### src/rtl/tle_pkg.sv
// ----------------------------------------------------------------------------
// tle_pkg
// shared constants, codes and types of the tty line editor
// ----------------------------------------------------------------------------
package tle_pkg;

  // line store depth, count and index widths
  localparam int LINE_CHARS = 32;
  localparam int CNT_W      = 6;
  localparam int ADDR_W     = $clog2(LINE_CHARS);

  // control characters
  localparam logic [7:0] CH_CR  = 8'h0D;
  localparam logic [7:0] CH_LF  = 8'h0A;
  localparam logic [7:0] CH_BS  = 8'h08;
  localparam logic [7:0] CH_NUL = 8'h00;

  // result kinds
  typedef enum logic [1:0] {
    KIND_ECHO = 2'd0,
    KIND_BYTE = 2'd1,
    KIND_END  = 2'd2,
    KIND_DROP = 2'd3
  } kind_t;

  // what the accepted character asks for
  typedef enum logic [1:0] {
    OP_EOL,
    OP_BS,
    OP_STORE,
    OP_FULL
  } op_t;

  // sequencer states
  typedef enum logic [2:0] {
    ST_IDLE,
    ST_ECHO1,
    ST_ECHO2,
    ST_RD,
    ST_LB,
    ST_END,
    ST_DROP
  } state_t;

  // one result transaction from the sequencer to the output register
  typedef struct packed {
    kind_t            kind;
    logic [7:0]       data;
    logic [CNT_W-1:0] len;
    logic             last;
  } res_t;

endpackage

### src/rtl/tty_line_editor_unit.sv
// ----------------------------------------------------------------------------
// tty_line_editor_unit
// canonical line editing for a serial terminal receive path
// ----------------------------------------------------------------------------
// Takes one received character per input transaction, together with a flag
// telling whether a line consumer can take a line now, and produces the echo,
// line and drop transactions it causes; the final one carries out_last. One
// character is handled at a time: in_ready is high only while the sequencer
// is idle. An ordinary character or backspace gives one echo, held by output
// stalls; CR/LF or a full store with a ready consumer walks the line store
// through its single registered read port, one stored byte per ST_RD/ST_LB
// pass, up to the saved count or a stored zero byte. The store holds
// LINE_CHARS-1 characters; line bytes stop at a stored zero byte, while the
// line end still reports the stored count plus one. A backspace on an empty
// line is consumed with no result transaction. No reset pass is needed.
// ----------------------------------------------------------------------------
module tty_line_editor_unit (
  input  logic       clk,
  input  logic       rst_n,
  input  logic       in_valid,
  output logic       in_ready,
  input  logic [7:0] in_char_in,
  input  logic       in_taker_ready,
  output logic       out_valid,
  input  logic       out_ready,
  output logic [1:0] out_kind,
  output logic [7:0] out_data_byte,
  output logic [5:0] out_line_length,
  output logic       out_last
);

  // store port wiring
  logic                       ram_we;
  logic [tle_pkg::ADDR_W-1:0] ram_waddr;
  logic [7:0]                 ram_wdata;
  logic [tle_pkg::ADDR_W-1:0] ram_raddr;
  logic [7:0]                 ram_rdata;

  // result transaction from the sequencer
  logic          res_valid;
  logic          res_ready;
  tle_pkg::res_t res;

  // output register
  logic          out_valid_r, out_valid_nxt;
  tle_pkg::res_t out_r, out_nxt;

  tle_ram #(
    .WIDTH (8),
    .DEPTH (tle_pkg::LINE_CHARS)
  ) u_store (
    .clk   (clk),
    .we    (ram_we),
    .waddr (ram_waddr),
    .wdata (ram_wdata),
    .raddr (ram_raddr),
    .rdata (ram_rdata)
  );

  tle_seq u_seq (
    .clk       (clk),
    .rst_n     (rst_n),
    .in_valid  (in_valid),
    .in_ready  (in_ready),
    .in_char   (in_char_in),
    .in_taker  (in_taker_ready),
    .ram_we    (ram_we),
    .ram_waddr (ram_waddr),
    .ram_wdata (ram_wdata),
    .ram_raddr (ram_raddr),
    .ram_rdata (ram_rdata),
    .res_valid (res_valid),
    .res       (res),
    .res_ready (res_ready)
  );

  // slot free when empty or being drained this cycle
  assign res_ready = !out_valid_r || out_ready;

  always_comb begin
    out_valid_nxt = out_valid_r;
    out_nxt       = out_r;
    if (out_valid_r && out_ready) begin
      out_valid_nxt = 1'b0;
    end
    if (res_valid && res_ready) begin
      out_valid_nxt = 1'b1;
      out_nxt       = res;
    end
  end

  always_ff @(posedge clk) begin
    if (!rst_n) begin
      out_valid_r <= 1'b0;
    end else begin
      out_valid_r <= out_valid_nxt;
    end
    out_r <= out_nxt;
  end

  assign out_valid       = out_valid_r;
  assign out_kind        = out_r.kind;
  assign out_data_byte   = out_r.data;
  assign out_line_length = out_r.len;
  assign out_last        = out_r.last;

endmodule

### src/rtl/tle_ram.sv
// ----------------------------------------------------------------------------
// tle_ram
// generic single write port ram with one registered read port
// ----------------------------------------------------------------------------
module tle_ram #(
  parameter int WIDTH = 8,
  parameter int DEPTH = 32
) (
  input  logic                     clk,
  input  logic                     we,
  input  logic [$clog2(DEPTH)-1:0] waddr,
  input  logic [WIDTH-1:0]         wdata,
  input  logic [$clog2(DEPTH)-1:0] raddr,
  output logic [WIDTH-1:0]         rdata
);

  logic [WIDTH-1:0] mem [DEPTH];
  logic [WIDTH-1:0] rdata_r;

  always_ff @(posedge clk) begin
    if (we) begin
      mem[waddr] <= wdata;
    end
    rdata_r <= mem[raddr];
  end

  assign rdata = rdata_r;

endmodule

### src/rtl/tle_seq.sv
// ----------------------------------------------------------------------------
// tle_seq
// per-character sequencer: decodes, updates the count, walks the line store
// ----------------------------------------------------------------------------
module tle_seq (
  input  logic                       clk,
  input  logic                       rst_n,
  input  logic                       in_valid,
  output logic                       in_ready,
  input  logic [7:0]                 in_char,
  input  logic                       in_taker,
  output logic                       ram_we,
  output logic [tle_pkg::ADDR_W-1:0] ram_waddr,
  output logic [7:0]                 ram_wdata,
  output logic [tle_pkg::ADDR_W-1:0] ram_raddr,
  input  logic [7:0]                 ram_rdata,
  output logic                       res_valid,
  output tle_pkg::res_t              res,
  input  logic                       res_ready
);

  tle_pkg::state_t                state_r, state_nxt;
  tle_pkg::op_t                   op_r, op_nxt;
  logic [7:0]                     ch_r, ch_nxt;
  logic                           rdy_r, rdy_nxt;
  logic [tle_pkg::CNT_W-1:0]      cnt_r, cnt_nxt;
  logic [tle_pkg::CNT_W-1:0]      line_cnt_r, line_cnt_nxt;
  logic [tle_pkg::ADDR_W-1:0]     idx_r, idx_nxt;
  logic                           accept;
  logic                           idx_at_end;

  assign accept     = in_valid && in_ready;
  assign idx_at_end = ({{(tle_pkg::CNT_W-tle_pkg::ADDR_W){1'b0}}, idx_r} == line_cnt_r);
  assign ram_raddr  = idx_r;

  always_ff @(posedge clk) begin
    if (!rst_n) begin
      state_r <= tle_pkg::ST_IDLE;
      cnt_r   <= '0;
    end else begin
      state_r <= state_nxt;
      cnt_r   <= cnt_nxt;
    end
    op_r       <= op_nxt;
    ch_r       <= ch_nxt;
    rdy_r      <= rdy_nxt;
    line_cnt_r <= line_cnt_nxt;
    idx_r      <= idx_nxt;
  end

  always_comb begin
    state_nxt    = state_r;
    op_nxt       = op_r;
    ch_nxt       = ch_r;
    rdy_nxt      = rdy_r;
    cnt_nxt      = cnt_r;
    line_cnt_nxt = line_cnt_r;
    idx_nxt      = idx_r;
    in_ready     = 1'b0;
    ram_we       = 1'b0;
    ram_waddr    = cnt_r[tle_pkg::ADDR_W-1:0];
    ram_wdata    = in_char;
    res_valid    = 1'b0;
    res.kind     = tle_pkg::KIND_ECHO;
    res.data     = tle_pkg::CH_NUL;
    res.len      = '0;
    res.last     = 1'b0;

    case (state_r)
      tle_pkg::ST_IDLE: begin
        in_ready = 1'b1;
        if (accept) begin
          ch_nxt  = in_char;
          rdy_nxt = in_taker;
          idx_nxt = '0;
          if (in_char == tle_pkg::CH_CR || in_char == tle_pkg::CH_LF) begin
            op_nxt       = tle_pkg::OP_EOL;
            line_cnt_nxt = cnt_r;
            cnt_nxt      = '0;
            state_nxt    = tle_pkg::ST_ECHO1;
          end else if (in_char == tle_pkg::CH_BS) begin
            op_nxt = tle_pkg::OP_BS;
            // backspace on an empty line leaves the count alone and produces no result
            if (cnt_r != '0) begin
              cnt_nxt   = cnt_r - tle_pkg::CNT_W'(1);
              state_nxt = tle_pkg::ST_ECHO1;
            end
          end else if (cnt_r < tle_pkg::CNT_W'(tle_pkg::LINE_CHARS - 1)) begin
            op_nxt    = tle_pkg::OP_STORE;
            ram_we    = 1'b1;
            cnt_nxt   = cnt_r + tle_pkg::CNT_W'(1);
            state_nxt = tle_pkg::ST_ECHO1;
          end else begin
            op_nxt       = tle_pkg::OP_FULL;
            line_cnt_nxt = cnt_r;
            cnt_nxt      = '0;
            state_nxt    = tle_pkg::ST_ECHO1;
          end
        end
      end
      tle_pkg::ST_ECHO1: begin
        res_valid = 1'b1;
        res.data  = (op_r == tle_pkg::OP_EOL) ? tle_pkg::CH_CR : ch_r;
        res.last  = (op_r == tle_pkg::OP_BS) || (op_r == tle_pkg::OP_STORE);
        if (res_ready) begin
          case (op_r)
            tle_pkg::OP_EOL:  state_nxt = tle_pkg::ST_ECHO2;
            tle_pkg::OP_FULL: state_nxt = rdy_r ? tle_pkg::ST_RD : tle_pkg::ST_DROP;
            default:          state_nxt = tle_pkg::ST_IDLE;
          endcase
        end
      end
      tle_pkg::ST_ECHO2: begin
        res_valid = 1'b1;
        res.data  = tle_pkg::CH_LF;
        res.last  = !rdy_r;
        if (res_ready) begin
          state_nxt = rdy_r ? tle_pkg::ST_RD : tle_pkg::ST_IDLE;
        end
      end
      tle_pkg::ST_RD: begin
        // read address is idx_r; data shows up in ST_LB
        state_nxt = idx_at_end ? tle_pkg::ST_END : tle_pkg::ST_LB;
      end
      tle_pkg::ST_LB: begin
        if (ram_rdata == tle_pkg::CH_NUL) begin
          state_nxt = tle_pkg::ST_END;
        end else begin
          res_valid = 1'b1;
          res.kind  = tle_pkg::KIND_BYTE;
          res.data  = ram_rdata;
          if (res_ready) begin
            idx_nxt   = idx_r + tle_pkg::ADDR_W'(1);
            state_nxt = tle_pkg::ST_RD;
          end
        end
      end
      tle_pkg::ST_END: begin
        res_valid = 1'b1;
        res.kind  = tle_pkg::KIND_END;
        res.len   = line_cnt_r + tle_pkg::CNT_W'(1);
        res.last  = 1'b1;
        if (res_ready) begin
          state_nxt = tle_pkg::ST_IDLE;
        end
      end
      tle_pkg::ST_DROP: begin
        res_valid = 1'b1;
        res.kind  = tle_pkg::KIND_DROP;
        res.last  = 1'b1;
        if (res_ready) begin
          state_nxt = tle_pkg::ST_IDLE;
        end
      end
      default: begin
        state_nxt = tle_pkg::ST_IDLE;
      end
    endcase
  end

  // count never reaches the store depth
  a_cnt_range: assert property (@(posedge clk) disable iff (!rst_n)
    cnt_r < tle_pkg::CNT_W'(tle_pkg::LINE_CHARS))
    else $error("char count out of range");

  // line walk stays inside the saved line
  a_idx_range: assert property (@(posedge clk) disable iff (!rst_n)
    (state_r == tle_pkg::ST_LB) |->
      ({{(tle_pkg::CNT_W-tle_pkg::ADDR_W){1'b0}}, idx_r} < line_cnt_r))
    else $error("line index beyond saved count");

  // a line end always closes the transaction group of its character
  a_end_last: assert property (@(posedge clk) disable iff (!rst_n)
    (res_valid && res.kind == tle_pkg::KIND_END) |-> res.last)
    else $error("line end without last");

  // any accepted character other than a backspace keeps the block busy
  a_busy: assert property (@(posedge clk) disable iff (!rst_n)
    (accept && in_char != tle_pkg::CH_BS) |=> !in_ready)
    else $error("ready right after a character that produces results");

endmodule
### config.mk
export PLATFORM = sky130hd
export DESIGN_NAME = tty_line_editor_unit
export DESIGN_NICKNAME = d
export VERILOG_FILES = /design/src/rtl/tle_pkg.sv /design/src/rtl/tty_line_editor_unit.sv /design/src/rtl/tle_ram.sv /design/src/rtl/tle_seq.sv
export SDC_FILE = /design/constraint.sdc
export NUM_CORES = 1
export LEC_CHECK = 0
export BUFFER_PORTS_ARGS = -buffer_cell sky130_fd_sc_hd__buf_2
export CORE_MARGIN = 4
export CORE_UTILIZATION = 55
export DETAILED_ROUTE_END_ITERATION = 10
export HOLD_SLACK_MARGIN = 0.02
export PLACE_DENSITY = 0.72
export SLEW_MARGIN = 30
export SYNTH_ARGS = -nofsm -noshare
export SYNTH_HDL_FRONTEND = slang
export SYNTH_HIERARCHICAL = 1
export SYNTH_SLANG_ARGS = --single-unit
### constraint.sdc
create_clock -name clk -period 4.69 [get_ports clk]
set_input_delay 0.2345 -clock clk [delete_from_list [all_inputs] [get_ports clk]]
set_output_delay 0.2345 -clock clk [all_outputs]
set_load 0.01 [all_outputs]
==> impl_results.md, run 1 <==
- Synth area leader: edfxtp_1
- DR DRC count: 0
- CP Capture Type: flip-flop
- Vias per cell: roughly 6.4
- # H-tree levels: 1
- Largest net degree at the start of global routing: 69
- Clk Latency, worst-skew pair: roughly 540 ps
- Setup bufs post-CTS: 0
- Setup WS pre-CTS: roughly 990 ps
- Worst-margin pin slew: between 800 and 900 ps
- Met3 Use GR: 4.26%
- Die width: 160 µm
- Final Worst Setup Slack: approximately 1200 ps
- Post-CTS Resized: 0
- CP Launch Type: flip-flop
- Setup Total Neg Slack: 0 ps
- Max-slew violation total from the final report: 0
- Cell Int Power: roughly 5.0 mW
- Storage element area: 0.00922 mm²
- Final ANT Viol Nets: 0
- Most frequent cells in the layout: edfxtp_1, mux4_2, nor2_1, clkbuf_16, buf_2
- Seq/Total Area, Yosys: just over 70%
- # IOs: 32
- Fin nets: roughly 720
- Routability Congestion: roughly 0.92
- Net Sw Frac: about a quarter
- Max Freq: just under 300 MHz
- PwrDens: between 400 and 500 mW/mm²
- TritonCTS Buffers: 31
- Worst reg2reg endpoint: u_store/mem[3][4]$_DFFE_PP_
- Worst IR drop on VDD: 0.299 mV
- Hold depth: 2
- Initial Util: ~56%
- Die H: about 160 µm
- CTS tree: done
- Total routed wirelength: 27,000 µm
- CP Class: flip-flop to flip-flop
- RSZ-0062 raised after global routing: no
- Met1 GRT Util: about 29%
- Max_slew headroom: a little over two fifths
- Reg clk slew, reported paths: 60 ps
- Maximum Capacitance Violations: 0
- Final worst path period share: between 70% and 80%
- Comb pwr share: ~12%
- Design Power: 6.52 mW
- Cts hold-fix bufs: 2
- Reg-to-reg setup timing slack: approximately 1200 ps
- Post-DR wirelength/cell: 26.8 µm
- Worst-case clock buffer depth: 3
- DRT Pass-1 Iters: 7
- Static Leak: ~4.6 nW
- NetSw: between 1.5 and 2 mW
- Worst Hold Launch: rst_n
- Final Hold Viols: 0
- Number of flops mapped to enable cells by yosys: 295
- Synth Instances: between 600 and 700
- Vias in the first global route: between 6,000 and 7,000
- Initial antenna violation count: 0
- Most common cell after layout, fill and taps aside: edfxtp_1
- Area growth, synth to finish: 11.6%
- Met2 global-route usage: between 30% and 40%
- Die Area: 0.0256 mm²
- #FFs+latches synth: between 300 and 400
- Max Fanout on Critical Path: 13
- CORE AREA: approximately 0.023 mm²
- HP Class: input port to flip-flop
- Gr busiest metal: met2
- Period minus WS final: about 3400 ps
- N_diodes: 0
- Worst Clk Skew: roughly 17 ps
- Synth Flop Type: edfxtp_1
- IO buf count: 31
- Outcome: finished, final reports clean
- Synth async-reset ratio: 0%
- Crit Reg-Reg Startpoint: u_seq/cnt_r[0]$_SDFFE_PN0P_
- CP Data Arrival Time: 3600 ps
- CTS root buffer: clkbuf_16
- Drt initial violations: about 700
- Multi-input logic area: around 0.0032 mm²
- Register share of total power: approximately half
- CP Data Required Time: 4850 ps
- Via count: around 6,400
- Synth Net Count: 680
- Clk pwr share: 37.4%
- Count of final setup violators: 0
- Post-synth cell types: 60
- First-pass GRT wire length: 40,800 µm
- Share of the synthesized area in the top cell type: between 60 and 70%
- Post-DP HPWL: around 17,000 µm
- FILL cells: around 1,500
- Total gr overflow: 0
- Row cnt: between 50 and 60
- Avg Inst Size Synth: approximately 19 µm²
- Top cells by area, synth: edfxtp_1, mux4_2, dfxtp_1
- All-Layer GR Usage: a little over a fifth
- Layout cell share with drive strength beyond 1: around 28%
- CP startpoint: u_seq/cnt_r[0]$_SDFFE_PN0P_
- Reg2reg path depth: 6
- Clk sinks: around 310
- Synth Cell Area: approximately 0.013 mm²
- Hold worst-path end: u_seq/state_r[0]$_SDFFE_PN0P_
- Synthesis Warnings: 6
## worst max-delay path: stages (launching register included)
cell     delay (ps)
dfxtp_1         450
ha_1            310
a41oi_1         390
nand2_1         180
nor3_1          420
nand3_1         520
nor2_1          780
## state kept, by name, indices dropped and copies added, names as in the netlist, 5 cells and up
| signal | cells |
|---|---|
| u_seq/cnt_r | 6 |
| u_seq/ram_raddr | 5 |
| out_data_byte | 8 |
| u_store/rdata | 8 |
| out_line_length | 6 |
| u_store/mem | 256 |
| u_seq/ch_r | 8 |
| u_seq/line_cnt_r | 6 |
## kinds of logic after synthesis
kind of cell	Yosys count	share of synthesized area [%]
flops	313	72.6
simple gates	129	5.20
buf+inv	53	2.27
xor+xnor	17	1.17
mux	90	15.1
compound gates	51	3.05
fa+ha+maj	7	0.689
## cell usage after synthesis (all sizes together), types with 2 or more instances
| cell type | instances |
|---|---|
| nand2b | 3 |
| and2 | 3 |
| or3 | 3 |
| nand3b | 5 |
| edfxtp | 295 |
| a32oi | 5 |
| ha | 7 |
| xnor2 | 9 |
| or4 | 2 |
| a22oi | 2 |
| clkbuf | 14 |
| o2bb2ai | 2 |
| dfxtp | 18 |
| inv | 10 |
| o211a | 2 |
| and3 | 3 |
| nor2 | 56 |
| nor3b | 3 |
| buf | 28 |
| nor2b | 5 |
| a31oi | 4 |
| a21boi | 3 |
| xor2 | 8 |
| o31ai | 5 |
| a2bb2oi | 2 |
| nor4 | 2 |
| mux2 | 9 |
| o21ai | 11 |
| nand2 | 17 |
| nand3 | 13 |
| nor3 | 6 |
| o21a | 2 |
| or3b | 3 |
| mux4 | 80 |
| a21oi | 8 |
## layer usage
metal / vias up / wire length, µm
met5: - / 0
met2: 307 / 13400
met3: 45 / 2040
met1: 3318 / 10700
li1: 2727 / -
met4: 0 / 779
## per-stage QoR
step                area, µm²  cells  hold WS, ps  util [%]
detailed placement      13100    943          421      57.5
CTS                     14100   1002         47.2      62.2
floorplan               12700    660          333         -
finish                  14200   1005         66.5      62.4
global route            14200   1005         54.4      62.4
global placement        13100    943          418      57.5
## area by class of cell
class | instances | share of cell area, %
timing repair buffer | 45 | 2.27
multi-input combinational | 294 | 22.6
tap | 285 | 2.52
inverter | 11 | 0.291
sequential | 313 | 65.0
clock inverter | 20 | 1.39
clock buffer | 37 | 5.92
## worst max path at each step
stage,end,depth (start not counted)
CTS,u_store/mem[3][4]$_DFFE_PP_,6
detailed placement,u_store/mem[3][4]$_DFFE_PP_,7
floorplan,u_store/mem[0][0]$_DFFE_PP_,7
global route,u_store/mem[3][3]$_DFFE_PP_,6
finish,u_store/mem[3][4]$_DFFE_PP_,6
global placement,u_store/mem[2][5]$_DFFE_PP_,7
## power by group through the flow
stage	Sequential (mW)	Clock (mW)	Combinational, mW
3_5_place_dp	3.35	0	0.768
3_3_place_gp	3.35	0	0.747
5_1_grt	3.30	2.62	0.845
2_1_floorplan	3.32	0	0.551
6_report	3.28	2.44	0.796
4_1_cts	3.29	2.48	0.776
(Power assumes the default switching activity.)
==> run 2, diff against run 1 <==
==> constraint.sdc (replaced) <==
create_clock -name clk -period 3.5 [get_ports clk]
set_input_delay 0.175 -clock clk [delete_from_list [all_inputs] [get_ports clk]]
set_output_delay 0.175 -clock clk [all_outputs]
set_load 0.01 [all_outputs]
==> run 2 against run 1 <==
Sequential power increased by 34%. Critical path type unchanged. Global-route usage decreased by 1.3 points. Combinational power increased by 29%. Highest routed layer unchanged. Die area unchanged. Sequential share of layout area decreased by 1.1 points.
==> impl_results.md, run 2 (same netlist as run 1, synthesis figures left out) <==
- Period minus WS final: 3030 ps (-410 ps)
- Fin nets: 749 (+4.6%)
- Met1 GRT Util: 28.6% (-0.099 points)
- Clk sinks: 313 (unchanged)
- Static Leak: 4.73 nW (+3.7%)
- Comb pwr share: 11.7% (-0.5 points)
- Vias in the first global route: 6,491 (+0.077%)
- HP Class: input port to flip-flop
- Reg2reg path depth: 7 (+1)
- Placed Instances: 977 (+3.6%)
- TritonCTS Buffers: 31 (unchanged)
- Worst IR drop on VDD: 0.461 mV (+54%)
- CP Launch Type: flip-flop
- Setup bufs post-CTS: 0 (unchanged)
- DR DRC count: 0 (unchanged)
- FILL cells: 1,506 (-2.1%)
- Worst-margin pin slew: 917 ps (+67.5 ps)
- All-Layer GR Usage: 19.8% (-1.3 points)
- Via count: 6,368 (-0.45%)
- Maximum Capacitance Violations: 0 (unchanged)
- Gr busiest metal: met2
- Post-DP HPWL: 15,700 µm (-6.2%)
- Die H: 160 µm (unchanged)
- Max Fanout on Critical Path: 13 (unchanged)
- Setup Total Neg Slack: 0 ps (unchanged)
- Cell Int Power: 6.81 mW (+36%)
- Initial antenna violation count: 0 (unchanged)
- Total routed wirelength: 25,000 µm (-7.2%)
- Crit Reg-Reg Startpoint: u_seq/cnt_r[0]$_SDFFE_PN0P_
- Drt initial violations: 659 (-5.6%)
- Count of final setup violators: 0 (unchanged)
- CTS tree: done
- Layout cell share with drive strength beyond 1: 29.6% (+1.9 points)
- CORE AREA: 0.0227 mm² (unchanged)
- Routability Congestion: 0.887 (-3.2%)
- Row cnt: 55 (unchanged)
- Final std cells w/o fill: 1,039 (+3.4%)
- Total gr overflow: 0 (unchanged)
- PwrDens: 611 mW/mm² (+33%)
- Most frequent cells in the layout: edfxtp_1, mux4_2, nor2_1, buf_4
- N_diodes: 0 (unchanged)
- Largest net degree at the start of global routing: 69 (unchanged)
- Vias per cell: 6.13 (-3.7%)
- # IOs: 32 (unchanged)
- Max FFs per register: 256 (unchanged)
- Initial Util: 55.9% (unchanged)
- Final worst path period share: 86.6% (+13 points)
- RSZ-0062 raised after global routing: no
- CP Data Arrival Time: 3270 ps (-330 ps)
- Worst-case clock buffer depth: 3 (unchanged)
- Max Freq: 330 MHz (+14%)
- Worst Hold Launch: in_valid
- Met3 Use GR: 3.43% (-0.83 points)
- Hold worst-path end: u_seq/state_r[1]$_SDFFE_PN0P_
- Reg with most FFs: u_store/mem
- Reg clk slew, reported paths: 60 ps (about the same)
- Final ANT Viol Nets: 0 (unchanged)
- Die Area: 0.0256 mm² (unchanged)
- Clk pwr share: 38.4% (+1.0 points)
- Area growth, synth to finish: 13.5%
- Max-slew violation total from the final report: 0 (unchanged)
- First-pass GRT wire length: 39,000 µm (-4.3%)
- CTS root buffer: clkbuf_16
- Worst reg2reg endpoint: u_store/mem[20][3]$_DFFE_PP_
- NetSw: 2.00 mW (+31%)
- Most common cell after layout, fill and taps aside: edfxtp_1
- Die width: 160 µm (unchanged)
- DRT Pass-1 Iters: 5 (-2)
- Register share of total power: 49.9% (-0.5 points)
- Reg-to-reg setup timing slack: 470 ps (-780 ps)
- # H-tree levels: 1 (unchanged)
- CP Class: flip-flop to flip-flop
- Net Sw Frac: 22.7% (-0.68 points)
- Hold depth: 4 (+2)
- Outcome: finished, final reports clean
- Final Core Density: 63.5% (+1.1 points)
- Max_slew headroom: 38.9% (-4.1 points)
- CP startpoint: u_seq/cnt_r[0]$_SDFFE_PN0P_
- Met2 global-route usage: 32.2% (-3.1 points)
- Post-DR wirelength/cell: 24.1 µm (-10%)
- IO buf count: 31 (unchanged)
- Design Power: 8.81 mW (+35%)
- Final Hold Viols: 0 (unchanged)
- CP Capture Type: flip-flop
- Clk Latency, worst-skew pair: 550 ps (about the same)
- Worst Clk Skew: 27.7 ps (+11.0 ps)
- CP Data Required Time: 3740 ps (-1110 ps)
- Hold_ws: 46.8 ps (-19.7 ps)
==> run 2: cell types whose count changed in the layout (fill, tap and decap cells not counted), sizes merged <==
cell	change
clkinv	+3
buf	+31
inv	-1
bufinv	+3
dlygate4sd3	+2
clkbuf	-4
==> run 2: per-stage QoR <==
stage	worst slack [ps]	area (µm²)
floorplan	763	12700
global placement	587	13300
detailed placement	500	13300
CTS	505	14400
global route	301	14400
finish	469	14400
==> run 2: critical path, stage by stage, from the launching register on <==
cell and delay (ps):
dfxtp_1 420, ha_1 290, a41oi_1 440, nand2_1 170
nor3_1 380, or3b_2 650, nor2_1 150, buf_4 190
==> run 2: worst max path at each step <==
stage                                   end  slack (ps)  cells past startpoint
6_report       u_store/mem[20][3]$_DFFE_PP_         470                      7
2_1_floorplan   u_store/mem[0][0]$_DFFE_PP_         760                      7
3_5_place_dp    u_store/mem[4][4]$_DFFE_PP_         500                      8
3_3_place_gp    u_store/mem[4][7]$_DFFE_PP_         590                      8
4_1_cts        u_store/mem[20][3]$_DFFE_PP_         510                      7
5_1_grt        u_store/mem[20][6]$_DFFE_PP_         300                      7
==> run 2: layout make-up <==
| type | instances | area [µm²] | share of cell area [%] |
|---|---|---|---|
| clock buffer | 33 | 783 | 5.43 |
| clock inverter | 25 | 278 | 1.93 |
| inverter | 11 | 41.3 | 0.286 |
| multi-input combinational | 294 | 3200 | 22.2 |
| sequential | 313 | 9220 | 63.9 |
| tap | 285 | 357 | 2.47 |
| timing repair buffer | 78 | 543 | 3.77 |
==> run 2: what timing repair did <==
| item | in CTS | in global routing |
|---|---|---|
| resized for setup | 0 | 0 |
| hold buffers | 4 | 0 |
| hold endpoints to repair | 9 | 0 |
==> run 2: routing by layer <==
layer  part of all wire [%]  routed length, µm
met4                    2.3                580
met5                      0                  0
met3                    6.7               1690
met2                     49              12200
met1                     42              10600
==> run 2: power groups by stage <==
| stage | clock (mW) | sequential (mW) | combinational [mW] |
|---|---|---|---|
| after global placement | 0 | 4.47 | 1.01 |
| final | 3.38 | 4.40 | 1.03 |
| after floorplan | 0 | 4.44 | 0.738 |
| after detailed placement | 0 | 4.48 | 1.03 |
| after CTS | 3.45 | 4.40 | 1.04 |
| after global routing | 3.64 | 4.41 | 1.11 |
==> run 3, diff against run 2 <==
--- a/config.mk
+++ b/config.mk
@@ -6,11 +6,11 @@
 export NUM_CORES = 1
 export LEC_CHECK = 0
 export BUFFER_PORTS_ARGS = -buffer_cell sky130_fd_sc_hd__buf_2
-export CORE_MARGIN = 4
+export CORE_MARGIN = 2
 export CORE_UTILIZATION = 55
 export DETAILED_ROUTE_END_ITERATION = 10
 export HOLD_SLACK_MARGIN = 0.02
-export PLACE_DENSITY = 0.72
+export PLACE_DENSITY_LB_ADDON = 0.3
 export SLEW_MARGIN = 30
 export SYNTH_ARGS = -nofsm -noshare
 export SYNTH_HDL_FRONTEND = slang
==> run 3 against run 2 <==
Highest routed layer unchanged. Sequential share of layout area grew 0.12 points. Register-to-register slack better by 120 ps. Via count rose by 1.2%. Largest power group unchanged. Critical endpoint is now u_store/mem[3][2]$_DFFE_PP_.
==> impl_results.md, run 3 (same netlist as run 1, synthesis figures left out) <==
- Largest net degree at the start of global routing: 53 (-23%)
- Vias per cell: 6.20 (+1.1%)
- TritonCTS Buffers: 30 (-3.2%)
- N_diodes: 0 (unchanged)
- IO buf count: 31 (unchanged)
- Outcome: finished, final reports clean
- Placed cell area: 0.0133 mm² (+0.17%)
- FILL cells: 1,474 (-2.1%)
- Maximum Capacitance Violations: 0 (unchanged)
- Worst-case clock buffer depth: 3 (unchanged)
- Total gr overflow: 0 (unchanged)
- Max Freq: 343 MHz (+4.1%)
- Final ANT Viol Nets: 0 (unchanged)
- Max_slew headroom: 37.4% (-1.5 points)
- Max-slew violation total from the final report: 0 (unchanged)
- DR DRC count: 0 (unchanged)
- Placed Instances: 980 (+0.31%)
- Via count: 6,447 (+1.2%)
- All-Layer GR Usage: 21.5% (+1.7 points)
- Worst Clk Skew: 21.6 ps (-6.13 ps)
- Hold_ws: 60.9 ps (+14.1 ps)
- CTS tree: done
- Final worst path period share: 83.2% (-3.4 points)
- Static Leak: 4.73 nW (+0.13%)
- # H-tree levels: 1 (unchanged)
- CP Capture Type: flip-flop
- # IOs: 32 (unchanged)
- Design Power: 8.66 mW (-1.7%)
- Area growth, synth to finish: 13.3%
- Post-DR wirelength/cell: 24.5 µm (+1.5%)
- HP Class: input port to flip-flop
- Most common cell after layout, fill and taps aside: edfxtp_1
- PwrDens: 602 mW/mm² (-1.5%)
- Max FFs per register: 256 (unchanged)
- Count of final setup violators: 0 (unchanged)
- Die H: 156 µm (-2.5%)
- Final std cells w/o fill: 1,040 (+0.096%)
- Worst-margin pin slew: 932 ps (+15.6 ps)
- RSZ-0062 raised after global routing: no
- Die Area: 0.0243 mm² (-4.9%)
- Period minus WS final: 2910 ps (-118 ps)
- Clk sinks: 313 (unchanged)
- CP Launch Type: flip-flop
- Total routed wirelength: 25,400 µm (+1.6%)
- Die width: 156 µm (-2.5%)
- Fin nets: 751 (+0.27%)
- Initial Util: 56.1% (+0.17 points)
- First-pass GRT wire length: 38,800 µm (-0.62%)
- Setup Total Neg Slack: 0 ps (unchanged)
- Routability Congestion: 0.897 (+1.1%)
- Vias in the first global route: 6,566 (+1.2%)
- DRT Pass-1 Iters: 5 (unchanged)
- Layout cell share with drive strength beyond 1: 30.1% (+0.49 points)
- Most frequent cells in the layout: edfxtp_1, mux4_2, nor2_1, buf_4, clkbuf_16
- Reg clk slew, reported paths: 60 ps (about the same)
- CORE AREA: 0.0226 mm² (-0.30%)
- CP Data Required Time: 3740 ps (about the same)
- CP Class: flip-flop to flip-flop
- CP Data Arrival Time: 3150 ps (-120 ps)
- Worst IR drop on VDD: 0.396 mV (-14%)
- CTS root buffer: clkbuf_16
- Setup bufs post-CTS: 0 (unchanged)
- Initial antenna violation count: 0 (unchanged)
- Post-DP HPWL: 16,100 µm (+2.2%)
- Final Cell Area: 0.0144 mm² (-0.19%)
- Final Hold Viols: 0 (unchanged)
- Drt initial violations: 493 (-25%)
- Clk Latency, worst-skew pair: 550 ps (about the same)
- Multi-input logic area: 0.00320 mm² (unchanged)
- Max Fanout on Critical Path: 13 (unchanged)
- Storage element area: 0.00922 mm² (unchanged)
- Reg with most FFs: u_store/mem
- Row cnt: 55 (unchanged)
-- run 3: cell count changes in the layout (fill, tap and decap cells not counted), sizes merged --
cell / delta
buf: +3
clkinvlp: -2
clkbuf: +9
clkinv: -5
bufinv: -4
-- run 3: final timing paths --
path / start / to / slack [ps] / depth (start not counted)
max: u_seq/cnt_r[0]$_SDFFE_PN0P_ / u_store/mem[3][2]$_DFFE_PP_ / 590 / 8
min: in_valid / u_seq/state_r[1]$_SDFFE_PN0P_ / 60 / 4
max reg2reg: u_seq/cnt_r[0]$_SDFFE_PN0P_ / u_store/mem[3][2]$_DFFE_PP_ / 590 / 8
min reg2reg: u_store/rdata[0]$_DFF_P_ / out_data_byte[0]$_DFFE_PP_ / 590 / 2
-- run 3: per-layer routing --
layer	GRT usage (%)	vias up	routed length, µm	share of wire, %
met4	5.72	0	410	1.6
met3	3.69	29	1870	7.3
li1	-	2802	-	-
met5	0	-	0	0
met1	29.5	3351	10400	41
met2	36.4	265	12800	50
-- run 3: critical path, cell delays in order, from the launching register on --
cell	delay (ps)
dfxtp_1	450
ha_1	310
a41oi_1	420
nand2_1	160
nor3_1	210
buf_4	160
nand3_1	420
nor2_1	260
buf_4	210
-- run 3: final cells by class --
type                       count  share of cell area [%]
clock buffer                  42                    6.17
tap                          285                    2.48
inverter                      11                   0.287
sequential                   313                    64.1
timing repair buffer          81                    3.93
clock inverter                14                   0.852
multi-input combinational    294                    22.2
-- run 3: report_power, final --
| group | leakage (nW) | total [mW] | switching (mW) | internal, mW |
|---|---|---|---|---|
| Clock | 0.497 | 3.22 | 1.31 | 1.91 |
| Sequential | 2.83 | 4.40 | 0.119 | 4.28 |
| Combinational | 1.40 | 1.04 | 0.564 | 0.478 |
| Total | 4.73 | 8.66 | 1.99 | 6.67 |
-- run 3: timing repair --
| action | CTS | global route |
|---|---|---|
| endpoints found under the hold margin | 9 | 0 |
| hold buffers | 4 | 0 |
| resized for setup | 0 | 0 |
-- run 3: metrics by stage --
stage,util [%],setup slack [ps]
floorplan,-,763
global placement,58.9,543
detailed placement,58.9,409
CTS,63.6,642
global route,63.6,407
finish,63.6,587
